===== src/rtl/lpmd_pkg.sv =====
// Shared types and constants for the length-prefixed message deframer.
package lpmd_pkg;

	// Field widths
	localparam int LEN_W   = 17;
	localparam int LAT_W   = 54;
	localparam int TOT_M_W = 32;
	localparam int TOT_B_W = 48;
	localparam int TOT_L_W = 64;

	// Defaults for top-level parameters
	localparam int HOLD_BYTES_DEF = 11;
	localparam int FIFO_DEPTH_DEF = 4;

	// Frame format
	localparam logic [LEN_W-1:0] MAGIC_POS   = 17'd10;
	localparam logic [7:0]       MAGIC_VALUE = 8'hFF;
	localparam logic [LEN_W-1:0] MIN_LEN     = 17'd16;
	localparam logic [LEN_W-1:0] LEN_BIAS    = 17'd2;
	localparam logic [LEN_W-1:0] MAX_LEN_RST = 17'd4096;
	localparam logic signed [20:0] USEC_PER_SEC = 21'sd1000000;

	// Front-end parse mode
	typedef enum logic [1:0] {
		MODE_HEADER  = 2'd0,
		MODE_PASS    = 2'd1,
		MODE_SWALLOW = 2'd2
	} mode_t;

	// Command passed from front to back
	typedef enum logic [1:0] {
		CMD_BYTE      = 2'd0,
		CMD_RELEASE   = 2'd1,
		CMD_BAD_MAGIC = 2'd2,
		CMD_TOO_SHORT = 2'd3
	} cmd_t;

	// Result word kind
	typedef enum logic [1:0] {
		KIND_GOOD      = 2'd0,
		KIND_BAD_MAGIC = 2'd1,
		KIND_TOO_SHORT = 2'd2
	} kind_t;

	// Queue entry
	typedef struct packed {
		cmd_t                    cmd;
		logic [7:0]              data;
		logic                    last;
		logic signed [LAT_W-1:0] lat;
	} qcmd_t;

endpackage


===== src/rtl/length_prefixed_message_deframer.sv =====
// A pass-through word reaches the output through the queue and then the output register.
// Throughput: one input word per cycle, held header bytes drain one per cycle; a full queue or low out_ready stalls.
// A new message's header is not taken until the back end has picked up the last release.
// Queue depth FIFO_DEPTH decouples front and back; output register decouples the consumer.
// Reset (arst_n, async): framing, queue, totals cleared; max length 4096; no clearing pass.
module length_prefixed_message_deframer import lpmd_pkg::*; #(
	parameter int HEADER_HOLD_BYTES = HOLD_BYTES_DEF,
	parameter int FIFO_DEPTH        = FIFO_DEPTH_DEF
) (
	input  logic                       clk,
	input  logic                       arst_n,
	// input stream
	input  logic                       in_valid,
	output logic                       in_ready,
	input  logic [7:0]                 data_byte,
	input  logic [31:0]                now_seconds,
	// config write
	input  logic                       cfg_valid,
	output logic                       cfg_ready,
	input  logic [LEN_W-1:0]           cfg_data,
	// result stream
	output logic                       out_valid,
	input  logic                       out_ready,
	output logic [7:0]                 out_byte,
	output logic [1:0]                 out_kind,
	output logic                       first_of_message,
	output logic                       last_of_message,
	output logic [TOT_M_W-1:0]         messages_total,
	output logic [TOT_B_W-1:0]         bytes_total,
	output logic signed [TOT_L_W-1:0]  latency_sum_us
);

	logic                                push_valid;
	qcmd_t                               push_entry;
	logic                                q_full;
	logic                                pop;
	logic                                head_valid;
	qcmd_t                               head_entry;
	logic [HEADER_HOLD_BYTES-1:0][7:0]   hold_bytes;
	logic                                rel_taken;

	assign cfg_ready = 1'b1;

	lpmd_front #(
		.HOLD (HEADER_HOLD_BYTES)
	) u_front (
		.clk         (clk),
		.arst_n      (arst_n),
		.in_valid    (in_valid),
		.in_ready    (in_ready),
		.data_byte   (data_byte),
		.now_seconds (now_seconds),
		.cfg_valid   (cfg_valid),
		.cfg_data    (cfg_data),
		.push_valid  (push_valid),
		.push_entry  (push_entry),
		.q_full      (q_full),
		.hold_bytes  (hold_bytes),
		.rel_taken   (rel_taken)
	);

	lpmd_fifo #(
		.DEPTH (FIFO_DEPTH)
	) u_fifo (
		.clk        (clk),
		.arst_n     (arst_n),
		.push_valid (push_valid),
		.push_entry (push_entry),
		.full       (q_full),
		.pop        (pop),
		.head_valid (head_valid),
		.head_entry (head_entry)
	);

	lpmd_back #(
		.HOLD (HEADER_HOLD_BYTES)
	) u_back (
		.clk              (clk),
		.arst_n           (arst_n),
		.head_valid       (head_valid),
		.head_entry       (head_entry),
		.pop              (pop),
		.hold_bytes       (hold_bytes),
		.rel_taken        (rel_taken),
		.out_valid        (out_valid),
		.out_ready        (out_ready),
		.out_byte         (out_byte),
		.out_kind         (out_kind),
		.first_of_message (first_of_message),
		.last_of_message  (last_of_message),
		.messages_total   (messages_total),
		.bytes_total      (bytes_total),
		.latency_sum_us   (latency_sum_us)
	);

endmodule


===== src/rtl/lpmd_front.sv =====
// Front end: accepts stream words, tracks framing, holds header bytes, issues commands.
module lpmd_front import lpmd_pkg::*; #(
	parameter int HOLD = HOLD_BYTES_DEF
) (
	input  logic                     clk,
	input  logic                     arst_n,
	// stream input
	input  logic                     in_valid,
	output logic                     in_ready,
	input  logic [7:0]               data_byte,
	input  logic [31:0]              now_seconds,
	// config write
	input  logic                     cfg_valid,
	input  logic [LEN_W-1:0]         cfg_data,
	// queue push
	output logic                     push_valid,
	output qcmd_t                    push_entry,
	input  logic                     q_full,
	// header bytes for the back end, and release pickup
	output logic [HOLD-1:0][7:0]     hold_bytes,
	input  logic                     rel_taken
);

	localparam int HIDX_W = $clog2(HOLD);
	localparam logic [LEN_W-1:0] HOLD_LAST = LEN_W'(HOLD - 1);
	localparam logic [LEN_W-1:0] HOLD_LEN  = LEN_W'(HOLD);

	mode_t                 mode_q, mode_d;
	logic [LEN_W-1:0]      pos_q, pos_d;
	logic [LEN_W-1:0]      len_q, len_d;
	logic [LEN_W-1:0]      max_len_q;
	logic [31:0]           send_q;
	logic [HOLD-1:0][7:0]  hold_q;
	logic                  rel_pend_q;

	logic                  accept;
	logic                  hdr;
	logic                  pos_is1;
	logic [LEN_W-1:0]      pos_inc;
	logic [LEN_W-1:0]      len_calc;
	logic [LEN_W-1:0]      len_cur;
	logic                  too_short;
	logic                  too_long;
	logic signed [32:0]    diff;
	logic signed [LAT_W-1:0] lat_prod;

	assign hdr      = (mode_q == MODE_HEADER);
	assign in_ready = !q_full && !(rel_pend_q && hdr);
	assign accept   = in_valid && in_ready;

	// Length decode at byte 1
	assign pos_is1   = (pos_q == 17'd1);
	assign pos_inc   = pos_q + 17'd1;
	assign len_calc  = {1'b0, hold_q[0], data_byte} + LEN_BIAS;
	assign len_cur   = pos_is1 ? len_calc : len_q;
	assign too_short = pos_is1 && (len_calc < MIN_LEN);
	assign too_long  = pos_is1 && !too_short && (len_calc > max_len_q);

	// Latency of this message in microseconds
	assign diff     = $signed({1'b0, now_seconds}) - $signed({1'b0, send_q});
	assign lat_prod = diff * USEC_PER_SEC;

	assign hold_bytes = hold_q;

	// Classify the word and pick the next mode and position
	always_comb begin
		mode_d          = mode_q;
		pos_d           = pos_q;
		len_d           = len_q;
		push_valid      = 1'b0;
		push_entry.cmd  = CMD_BYTE;
		push_entry.data = data_byte;
		push_entry.last = 1'b0;
		push_entry.lat  = lat_prod;
		if (accept) begin
			len_d = len_cur;
			case (mode_q)
				MODE_HEADER: begin
					if (too_short) begin
						push_valid     = 1'b1;
						push_entry.cmd = CMD_TOO_SHORT;
						mode_d         = MODE_SWALLOW;
					end else if (too_long) begin
						mode_d = MODE_SWALLOW;
					end else if (pos_q == MAGIC_POS && data_byte != MAGIC_VALUE) begin
						push_valid     = 1'b1;
						push_entry.cmd = CMD_BAD_MAGIC;
						mode_d         = MODE_SWALLOW;
					end else if (pos_q == HOLD_LAST) begin
						push_valid      = 1'b1;
						push_entry.cmd  = CMD_RELEASE;
						push_entry.last = (len_cur == HOLD_LEN);
						mode_d          = MODE_PASS;
					end
				end
				MODE_PASS: begin
					push_valid      = 1'b1;
					push_entry.cmd  = CMD_BYTE;
					push_entry.last = (pos_inc == len_cur);
				end
				default: begin
				end
			endcase
			// end of message
			if (pos_q != '0 && pos_inc >= len_cur) begin
				pos_d  = '0;
				mode_d = MODE_HEADER;
			end else begin
				pos_d = pos_inc;
			end
		end
	end

	// Control state
	always_ff @(posedge clk or negedge arst_n) begin
		if (!arst_n) begin
			mode_q     <= MODE_HEADER;
			pos_q      <= '0;
			len_q      <= '0;
			send_q     <= '0;
			max_len_q  <= MAX_LEN_RST;
			rel_pend_q <= 1'b0;
		end else begin
			mode_q <= mode_d;
			pos_q  <= pos_d;
			len_q  <= len_d;
			if (accept && hdr && pos_q >= 17'd2 && pos_q <= 17'd5) begin
				send_q <= {send_q[23:0], data_byte};
			end
			if (cfg_valid) begin
				max_len_q <= cfg_data;
			end
			if (push_valid && push_entry.cmd == CMD_RELEASE) begin
				rel_pend_q <= 1'b1;
			end else if (rel_taken) begin
				rel_pend_q <= 1'b0;
			end
		end
	end

	// Header hold bytes
	always_ff @(posedge clk) begin
		if (accept && hdr && pos_q < HOLD_LEN) begin
			hold_q[pos_q[HIDX_W-1:0]] <= data_byte;
		end
	end

endmodule


===== src/rtl/lpmd_fifo.sv =====
// Command queue between the front and back ends.
module lpmd_fifo import lpmd_pkg::*; #(
	parameter int DEPTH = FIFO_DEPTH_DEF
) (
	input  logic  clk,
	input  logic  arst_n,
	input  logic  push_valid,
	input  qcmd_t push_entry,
	output logic  full,
	input  logic  pop,
	output logic  head_valid,
	output qcmd_t head_entry
);

	localparam int PTR_W = (DEPTH > 1) ? $clog2(DEPTH) : 1;
	localparam int CNT_W = $clog2(DEPTH + 1);
	localparam logic [PTR_W-1:0] PTR_LAST = PTR_W'(DEPTH - 1);
	localparam logic [CNT_W-1:0] CNT_FULL = CNT_W'(DEPTH);

	qcmd_t             mem_q [DEPTH];
	logic [PTR_W-1:0]  wr_ptr_q, rd_ptr_q;
	logic [CNT_W-1:0]  count_q;
	logic              do_pop;

	assign full       = (count_q == CNT_FULL);
	assign head_valid = (count_q != '0);
	assign head_entry = mem_q[rd_ptr_q];
	assign do_pop     = pop && head_valid;

	// Pointers and fill count
	always_ff @(posedge clk or negedge arst_n) begin
		if (!arst_n) begin
			wr_ptr_q <= '0;
			rd_ptr_q <= '0;
			count_q  <= '0;
		end else begin
			if (push_valid) begin
				wr_ptr_q <= (wr_ptr_q == PTR_LAST) ? '0 : wr_ptr_q + 1'b1;
			end
			if (do_pop) begin
				rd_ptr_q <= (rd_ptr_q == PTR_LAST) ? '0 : rd_ptr_q + 1'b1;
			end
			if (push_valid && !do_pop) begin
				count_q <= count_q + 1'b1;
			end else if (!push_valid && do_pop) begin
				count_q <= count_q - 1'b1;
			end
		end
	end

	// Entry storage
	always_ff @(posedge clk) begin
		if (push_valid) begin
			mem_q[wr_ptr_q] <= push_entry;
		end
	end

	// front must not push into a full queue
	a_no_overflow: assert property (@(posedge clk) disable iff (!arst_n)
		push_valid |-> (count_q != CNT_FULL) || do_pop)
		else $error("push into full command queue");

endmodule


===== src/rtl/lpmd_back.sv =====
// Back end: executes queued commands, drains held header bytes, keeps totals.
module lpmd_back import lpmd_pkg::*; #(
	parameter int HOLD = HOLD_BYTES_DEF
) (
	input  logic                        clk,
	input  logic                        arst_n,
	// queue head
	input  logic                        head_valid,
	input  qcmd_t                       head_entry,
	output logic                        pop,
	// header bytes from the front end
	input  logic [HOLD-1:0][7:0]        hold_bytes,
	output logic                        rel_taken,
	// result output
	output logic                        out_valid,
	input  logic                        out_ready,
	output logic [7:0]                  out_byte,
	output logic [1:0]                  out_kind,
	output logic                        first_of_message,
	output logic                        last_of_message,
	output logic [TOT_M_W-1:0]          messages_total,
	output logic [TOT_B_W-1:0]          bytes_total,
	output logic signed [TOT_L_W-1:0]   latency_sum_us
);

	localparam int HIDX_W = $clog2(HOLD);
	localparam logic [HIDX_W-1:0] IDX_LAST = HIDX_W'(HOLD - 1);

	// drain state
	logic                    draining_q;
	logic [HIDX_W-1:0]       drain_idx_q;
	logic [HOLD-1:0][7:0]    drain_q;
	logic                    drain_last_q;
	logic signed [LAT_W-1:0] drain_lat_q;

	// running totals
	logic [TOT_M_W-1:0]         msg_cnt_q;
	logic [TOT_B_W-1:0]         byte_cnt_q;
	logic signed [TOT_L_W-1:0]  lat_acc_q;

	// output register
	logic                       out_valid_q;
	logic [7:0]                 out_byte_q;
	kind_t                      out_kind_q;
	logic                       out_first_q;
	logic                       out_last_q;
	logic [TOT_M_W-1:0]         out_msgs_q;
	logic [TOT_B_W-1:0]         out_bytes_q;
	logic signed [TOT_L_W-1:0]  out_lat_q;

	logic                       can_emit;
	logic                       em_valid;
	logic                       fire;
	logic [7:0]                 em_byte;
	kind_t                      em_kind;
	logic                       em_first;
	logic                       em_last;
	logic                       em_good;
	logic signed [LAT_W-1:0]    em_lat;
	logic [TOT_M_W-1:0]         msg_cnt_n;
	logic [TOT_B_W-1:0]         byte_cnt_n;
	logic signed [TOT_L_W-1:0]  lat_acc_n;

	assign can_emit  = !out_valid_q || out_ready;
	assign em_valid  = draining_q || head_valid;
	assign fire      = can_emit && em_valid;
	assign pop       = can_emit && !draining_q && head_valid;
	assign rel_taken = pop && (head_entry.cmd == CMD_RELEASE);

	// Select the next result word
	always_comb begin
		em_byte  = drain_q[drain_idx_q];
		em_kind  = KIND_GOOD;
		em_first = 1'b0;
		em_last  = (drain_idx_q == IDX_LAST) && drain_last_q;
		em_good  = 1'b1;
		em_lat   = drain_lat_q;
		if (!draining_q) begin
			em_lat = head_entry.lat;
			case (head_entry.cmd)
				CMD_BYTE: begin
					em_byte = head_entry.data;
					em_last = head_entry.last;
				end
				CMD_RELEASE: begin
					em_byte  = hold_bytes[0];
					em_first = 1'b1;
					em_last  = 1'b0;
				end
				CMD_BAD_MAGIC: begin
					em_byte  = '0;
					em_kind  = KIND_BAD_MAGIC;
					em_first = 1'b1;
					em_last  = 1'b1;
					em_good  = 1'b0;
				end
				CMD_TOO_SHORT: begin
					em_byte  = '0;
					em_kind  = KIND_TOO_SHORT;
					em_first = 1'b1;
					em_last  = 1'b1;
					em_good  = 1'b0;
				end
				default: begin
					em_good = 1'b0;
				end
			endcase
		end
	end

	// Totals after this word
	assign byte_cnt_n = byte_cnt_q + 1'b1;
	assign msg_cnt_n  = msg_cnt_q + 1'b1;
	assign lat_acc_n  = lat_acc_q + TOT_L_W'(em_lat);

	// Control and totals
	always_ff @(posedge clk or negedge arst_n) begin
		if (!arst_n) begin
			draining_q  <= 1'b0;
			drain_idx_q <= '0;
			msg_cnt_q   <= '0;
			byte_cnt_q  <= '0;
			lat_acc_q   <= '0;
			out_valid_q <= 1'b0;
		end else begin
			if (can_emit) begin
				out_valid_q <= em_valid;
			end
			if (rel_taken) begin
				draining_q  <= 1'b1;
				drain_idx_q <= HIDX_W'(1);
			end else if (fire && draining_q) begin
				if (drain_idx_q == IDX_LAST) begin
					draining_q <= 1'b0;
				end
				drain_idx_q <= drain_idx_q + 1'b1;
			end
			if (fire && em_good) begin
				byte_cnt_q <= byte_cnt_n;
				if (em_last) begin
					msg_cnt_q <= msg_cnt_n;
					lat_acc_q <= lat_acc_n;
				end
			end
		end
	end

	// Payload registers
	always_ff @(posedge clk) begin
		if (rel_taken) begin
			drain_q      <= hold_bytes;
			drain_last_q <= head_entry.last;
			drain_lat_q  <= head_entry.lat;
		end
		if (fire) begin
			out_byte_q  <= em_byte;
			out_kind_q  <= em_kind;
			out_first_q <= em_first;
			out_last_q  <= em_last;
			if (em_good && em_last) begin
				out_msgs_q  <= msg_cnt_n;
				out_bytes_q <= byte_cnt_n;
				out_lat_q   <= lat_acc_n;
			end else begin
				out_msgs_q  <= '0;
				out_bytes_q <= '0;
				out_lat_q   <= '0;
			end
		end
	end

	assign out_valid        = out_valid_q;
	assign out_byte         = out_byte_q;
	assign out_kind         = out_kind_q;
	assign first_of_message = out_first_q;
	assign last_of_message  = out_last_q;
	assign messages_total   = out_msgs_q;
	assign bytes_total      = out_bytes_q;
	assign latency_sum_us   = out_lat_q;

	// byte zero goes out on pickup, so the drain index starts past it
	a_drain_idx: assert property (@(posedge clk) disable iff (!arst_n)
		draining_q |-> drain_idx_q != '0)
		else $error("drain index at zero while draining");

	// a release pickup starts a drain on the next cycle
	a_rel_drain: assert property (@(posedge clk) disable iff (!arst_n)
		rel_taken |=> draining_q)
		else $error("release taken without drain");

	// totals only show on a last word
	a_totals_last: assert property (@(posedge clk) disable iff (!arst_n)
		(out_valid_q && !out_last_q) |->
		(out_msgs_q == '0 && out_bytes_q == '0 && out_lat_q == '0))
		else $error("totals on a non-final word");

	// notices are single-word messages
	a_notice_flags: assert property (@(posedge clk) disable iff (!arst_n)
		(out_valid_q && out_kind_q != KIND_GOOD) |-> (out_first_q && out_last_q))
		else $error("notice without first/last flags");

endmodule

===== config.mk =====
export PLATFORM = sky130hd
export DESIGN_NAME = length_prefixed_message_deframer
export DESIGN_NICKNAME = d
export VERILOG_FILES = /design/src/rtl/lpmd_pkg.sv /design/src/rtl/length_prefixed_message_deframer.sv /design/src/rtl/lpmd_front.sv /design/src/rtl/lpmd_fifo.sv /design/src/rtl/lpmd_back.sv
export SDC_FILE = /design/constraint.sdc
export NUM_CORES = 2
export LEC_CHECK = 0
export ABC_CLOCK_PERIOD_IN_PS = 11000
export BUFFER_PORTS_ARGS = -buffer_cell sky130_fd_sc_hd__buf_2
export CAP_MARGIN = 20
export CORE_ASPECT_RATIO = 1.2
export CORE_MARGIN = 1
export CORE_UTILIZATION = 63
export DETAILED_ROUTE_END_ITERATION = 16
export PLACE_DENSITY = 0.82
export SLEW_MARGIN = 20
export SYNTH_ARGS = -nofsm -noshare
export SYNTH_HDL_FRONTEND = slang
export SYNTH_SLANG_ARGS = --single-unit

===== constraint.sdc =====
create_clock -name clk -period 11 [get_ports clk]
set_input_delay 2.2 -clock clk [delete_from_list [all_inputs] [get_ports clk]]
set_output_delay 2.2 -clock clk [all_outputs]
set_load 0.05 [all_outputs]

Word-level counts from Yosys, hierarchy flattened
Memories as Yosys holds them, arrays and structs flattened.
Index checks and enable logic that the tools add are counted.
{ "totals": {"mem_count": 1, "out_inout_bits": 159, "ramBits": 236, "wordCells": 184, "reg_bits": 630} }
{ "classes": {"muxes": 53, "n_lt_le_gt_ge": 9, "reduce_logical": 49, "add_sub_neg": 11, "multipliers": 1, "eq_ne": 14} }
{ "mem_list": {"columns": ["name", "words", "width", "rd", "rd_ports_with_merged_regs", "wr", "line", "source"], "rows": [
  ["u_fifo.mem_q", 4, 59, 1, 0, 1, "lpmd_fifo.sv:20", "qcmd_t mem_q [DEPTH];"]
]} }
{ "ops": {"columns": ["cell", "count"], "rows": [
  ["bitwise mux 88 bit", 1],
  ["adder 64 x 54 -> 64 bit", 1],
  ["two-way mux 54 bit", 1],
  ["adder 48 x 1 -> 48 bit, second input constant", 1],
  ["multiplier 33 x 15 -> 48 bit, second input constant", 1],
  ["== test 17 x 4 -> 1 bit, second input constant", 2],
  ["two-way mux 17 bit", 2],
  ["subtractor 32 x 32 -> 33 bit", 1],
  ["adder 32 x 1 -> 32 bit, second input constant", 1],
  ["binary-select mux 8 bit (select 4 bit)", 1],
  ["demux 8 bit (select 4 bit)", 1],
  ["two-way mux 2 bit", 13],
  ["logical AND 1 bit", 25],
  ["two-way mux 8 bit", 3],
  ["one-hot mux 8 bit (3 select lines)", 1],
  ["two-way mux 1 bit", 22],
  ["adder 16 x 2 -> 17 bit, second input constant", 1],
  ["adder 17 x 1 -> 17 bit, second input constant", 1],
  ["== test 17 x 1 -> 1 bit, second input constant", 1],
  ["== test 17 bit", 1],
  [">= comparator 17 bit", 1],
  [">= comparator 17 x 2 -> 1 bit, second input constant", 1],
  ["greater-than comparator 17 bit", 1],
  ["less-or-equal comparator 17 x 3 -> 1 bit, second input constant", 1],
  ["other kinds (29)", 52]
]} }

Logic depth before layout (Yosys ltp)
{ "depth": {"word_depth": 14, "mapped_depth": 36} }

Cells and area by module
From an unflattened synthesis, not the netlist that was laid out.
{ "hier_totals": {"cells_unflattened": 4112, "area_unflattened_um2": 49832.8} }
{ "by_module_without_submodules": {"columns": ["mod", "n_inst", "area_per_inst_um2", "cells_each"], "rows": [
  ["lpmd_back", 1, 22160.0, 1927],
  ["lpmd_front", 1, 17830.9, 1806],
  ["lpmd_fifo", 1, 9830.7, 377],
  ["length_prefixed_message_deframer", 1, 11.3, 2]
]} }

Worst setup path before layout
Ideal clock, no wire load.
{ "synth_path": {"path_type": "input port to flip-flop", "startpoint": "input out_ready", "endpoint": "register u_back.byte_cnt_q[17]", "required_ns": 10.871, "setup_slack_ns": 0.622, "cell_stages": 6, "t_arrival_ns": 10.249, "setup_time_ns": 0.129, "path_buffers": 0, "cell_sequence": "nor2b_1 -> nor2_1 -> nand2_1 -> nor2_1 -> nand2_1 -> xnor2_1"} }
{ "synth_via": {"elab_chain_cells": 3} }
{ "synth_lines": {"columns": ["element", "line", "source"], "rows": [
  ["start, declared", "length_prefixed_message_deframer.sv:23", "input logic out_ready,"],
  ["logical OR 1 bit", "lpmd_back.sv:64", "assign can_emit = !out_valid_q || out_ready;"],
  ["logical AND 1 bit", "lpmd_back.sv:66", "assign fire = can_emit && em_valid;"],
  ["named net u_back.fire", "lpmd_back.sv:53", "logic fire;"],
  ["logical AND 1 bit", "lpmd_back.sv:138", "if (fire && em_good) begin"],
  ["end signal, assigned", "lpmd_back.sv:139", "byte_cnt_q <= byte_cnt_n;"],
  ["end, declared", "lpmd_back.sv:38", "logic [TOT_B_W-1:0] byte_cnt_q;"]
]} }
The timed path passes the listed nets, and every way through them passes these cells.
A chain may end at the register's enable or synchronous reset.

==> qor.yml <==
syn_to_final_growth_pct: 10.17
syn_inst: 3951
rsz0062_at_grt: "false"
first_pass_iters: 6
ys_ff_latch: 848
grt_start_max_net_pins: 93
avgViaCountPerCell: 5.895
fp.dieW_um: 253.1
multi_input_area_sq_mm: 0.02163
vias: 30740
grt_pass1_vias: 30780
num_io_pins: 221
holdWs_ns: 0.4007
use_met3_pct: 3.516
use_met2_pct: 48.10
use_met1_pct: 35.94
critical_path_class: "primary input to flop"
io_buffers: 213
fin_setup_tns_ns: 0
post-route-min-period_ns: 9.933
wl_per_cell_um: 20.10
antenna_found_initial: 0
dp_hpwl_um: 72530
setup_viol: 0
ys_types: 101
initial_core_util_pct: 63.56
crit_required_ns: 11.46
fillers: 5039
cts_tree: "done"
insertion_delay_ns: 0.65
nets: 4688
core_sq_mm: 0.07501
maxCapViolations: 0
finClkSkew_ns: 0.02311
post_cts_resized: 0
hold_class: "flop to flop"
cts_buffers: 82
ys_warn_count: 0
worstSetupStartpointType: "primary input"
final_util_pct: 70.03
regArea_sq_mm: 0.02429
drc: 0
max_slew_margin_pct: 32.42
dieArea_sq_mm: 0.07679
syn-cell-area_sq_mm: 0.04768
end_kind: "flop"
drt_iter0_drc: 2564
tightest_slew_ns: 1.008
synth-edff-count: 611
diodes: 0
fmax_ghz: 0.1007
crit_arrival_ns: 10.39
clock_path_buffers: 3
gr-usage-all-layers_pct: 27.81
cts_sinks: 848
crit_fanout: 6
drv_slew: 0
drive_gt1_share_pct: 13.39
status: "complete, no violations"
routed_wl_um: 104800
row_count: 110
die_y_um: 303.4
synthFlopType: "edfxtp_1"
hold_viol: 0
top_usage_layer: "met2"
cts_hold_buf: 0
async_flop_share_pct: 27.95
gr-total-overflow: 0
cts_setup_buffers: 0
max_stage_delay_ns: 0.55
final_antenna_net_count: 0
postSynthAreaPerCell_sq_um: 12.07
gp_congestion: 0.9126
clkTransAtPathRegs_ns: 0.07
grt_pass1_wl_um: 166200
yosysSeqAreaShare_pct: 50.93
min_period_over_period_pct: 90.30
cpMaxStageDelayCell: "fa_1"
cts-root-buf: "clkbuf_16"
critPathMostFrequentCell: "fa_1"
htreeDepth: 3
critical path, delay by kind of cell:
| family | cells | cell delay (ns) |
|---|---|---|
| fa+ha+maj | 9 | 3.61 |
| compound gates | 10 | 2.56 |
| simple gates | 7 | 1.45 |
| buf+inv | 5 | 0.41 |
| xor+xnor | 1 | 0.15 |
state kept, by name, summed over array words and instances (netlist names), 8 cells and up:
name,cells
u_front.hold_bytes,88
u_back.drain_q,88
u_back.msg_cnt_q,32
u_back.out_byte,8
u_back.byte_cnt_q,48
u_fifo.mem_q,236
u_front.pos_q,17
u_back.messages_total,32
u_back.drain_lat_q,48
u_back.lat_acc_q,58
u_front.len_q,17
u_back.bytes_total,48
u_front.max_len_q,17
u_back.latency_sum_us,58
u_front.send_q,32
layer usage:
layer  vias to the layer above  wire (um)
met4                         0       4014
li1                      14360          -
met1                     14980      42750
met2                      1163      52090
met3                       228       5938
met5                         -          0
cell usage in the layout, fill, tap and decap left out, types with 12 or more instances in the layout:
cell / count
a21oi_1: 156
buf_4: 29
or3_1: 17
clkbuf_1: 20
buf_2: 212
nor3_1: 33
o22ai_1: 12
clkbuf_16: 84
nor2b_1: 24
nor4_1: 12
a21o_1: 71
o211ai_1: 18
mux2_2: 52
nand3_1: 82
xor2_1: 145
edfxtp_1: 611
ha_1: 340
fa_1: 148
nand4_1: 53
o21ai_0: 190
a31oi_1: 15
o21ai_1: 41
mux2i_1: 34
xnor2_1: 186
and3_1: 43
nand2_1: 338
mux4_2: 75
o21bai_1: 25
inv_1: 327
nand2b_1: 27
dfrtp_1: 232
and2_1: 20
o21a_1: 14
nor2_1: 287
worst paths after layout:
check	to	start	slack [ns]	cells past startpoint
max	u_fifo.mem_q[1][40]	now_seconds[0]	1.07	32
min	u_back.drain_q[67]	u_front.hold_bytes[67]	0.40	0
max reg2reg	u_fifo.mem_q[1][40]	u_front.send_q[0]	2.13	30
min reg2reg	u_back.drain_q[67]	u_front.hold_bytes[67]	0.40	0
max in group asynchronous	u_fifo.rd_ptr_q[0]	arst_n	7.39	3
min in group asynchronous	u_back.lat_acc_q[18]	arst_n	1.45	1
cell usage after synthesis, types with 12 or more instances:
cell type | n | area [sq um]
a21o_1 | 71 | 533.0
a21oi_1 | 156 | 780.8
a31oi_1 | 15 | 93.84
and2_1 | 24 | 150.1
and3_1 | 43 | 269.0
buf_1 | 19 | 71.32
clkbuf_1 | 113 | 424.2
dfrtp_1 | 236 | 5906
edfxtp_1 | 611 | 18350
fa_1 | 148 | 2963
ha_1 | 340 | 4254
inv_1 | 328 | 1231
mux2_2 | 52 | 585.6
mux2i_1 | 34 | 340.3
mux4_2 | 75 | 1689
nand2_1 | 339 | 1272
nand2b_1 | 27 | 168.9
nand3_1 | 83 | 415.4
nand4_1 | 53 | 331.6
nor2_1 | 288 | 1081
nor2b_1 | 24 | 150.1
nor3_1 | 34 | 170.2
nor4_1 | 12 | 75.07
o211ai_1 | 18 | 135.1
o21a_1 | 14 | 105.1
o21ai_0 | 190 | 950.9
o21ai_1 | 41 | 205.2
o21bai_1 | 25 | 187.7
o22ai_1 | 12 | 75.07
or3_1 | 17 | 106.4
xnor2_1 | 186 | 1629
xor2_1 | 145 | 1270
per-stage QoR:
step | std cells | cell area, sq um | worst slack, ns
after floorplan | 3957 | 47700 | 0.6219
after global placement | 5062 | 49720 | 0.8043
after detailed placement | 5062 | 49720 | 0.5723
after CTS | 5214 | 52520 | 1.178
after global routing | 5214 | 52530 | 0.4922
final | 5214 | 52530 | 1.067
cell families (layout without fill, tap and decap cells):
group	Yosys count	count (layout)	share of synthesized area (%)
other	2	8	0.01575
AND/OR/NAND/NOR	992	992	9.631
buffers and inverters	476	725	3.834
multiplexers	169	169	5.674
adder cells (fa/ha/maj)	488	488	15.14
flip-flops	848	848	50.93
AO/OA/AOI/OAI	641	641	8.553
XOR/XNOR	335	335	6.230
layout make-up:
class                      instances  area share (%)
timing repair buffer             243           2.484
clock buffer                     114           4.407
clock inverter                    38          0.9314
sequential                       848           46.24
tap                             1008           2.401
inverter                         330           2.363
multi-input combinational       2633           41.18
Power is not shown: default switching activity piles up to over one toggle a cycle in this logic, so the estimate is an artifact.
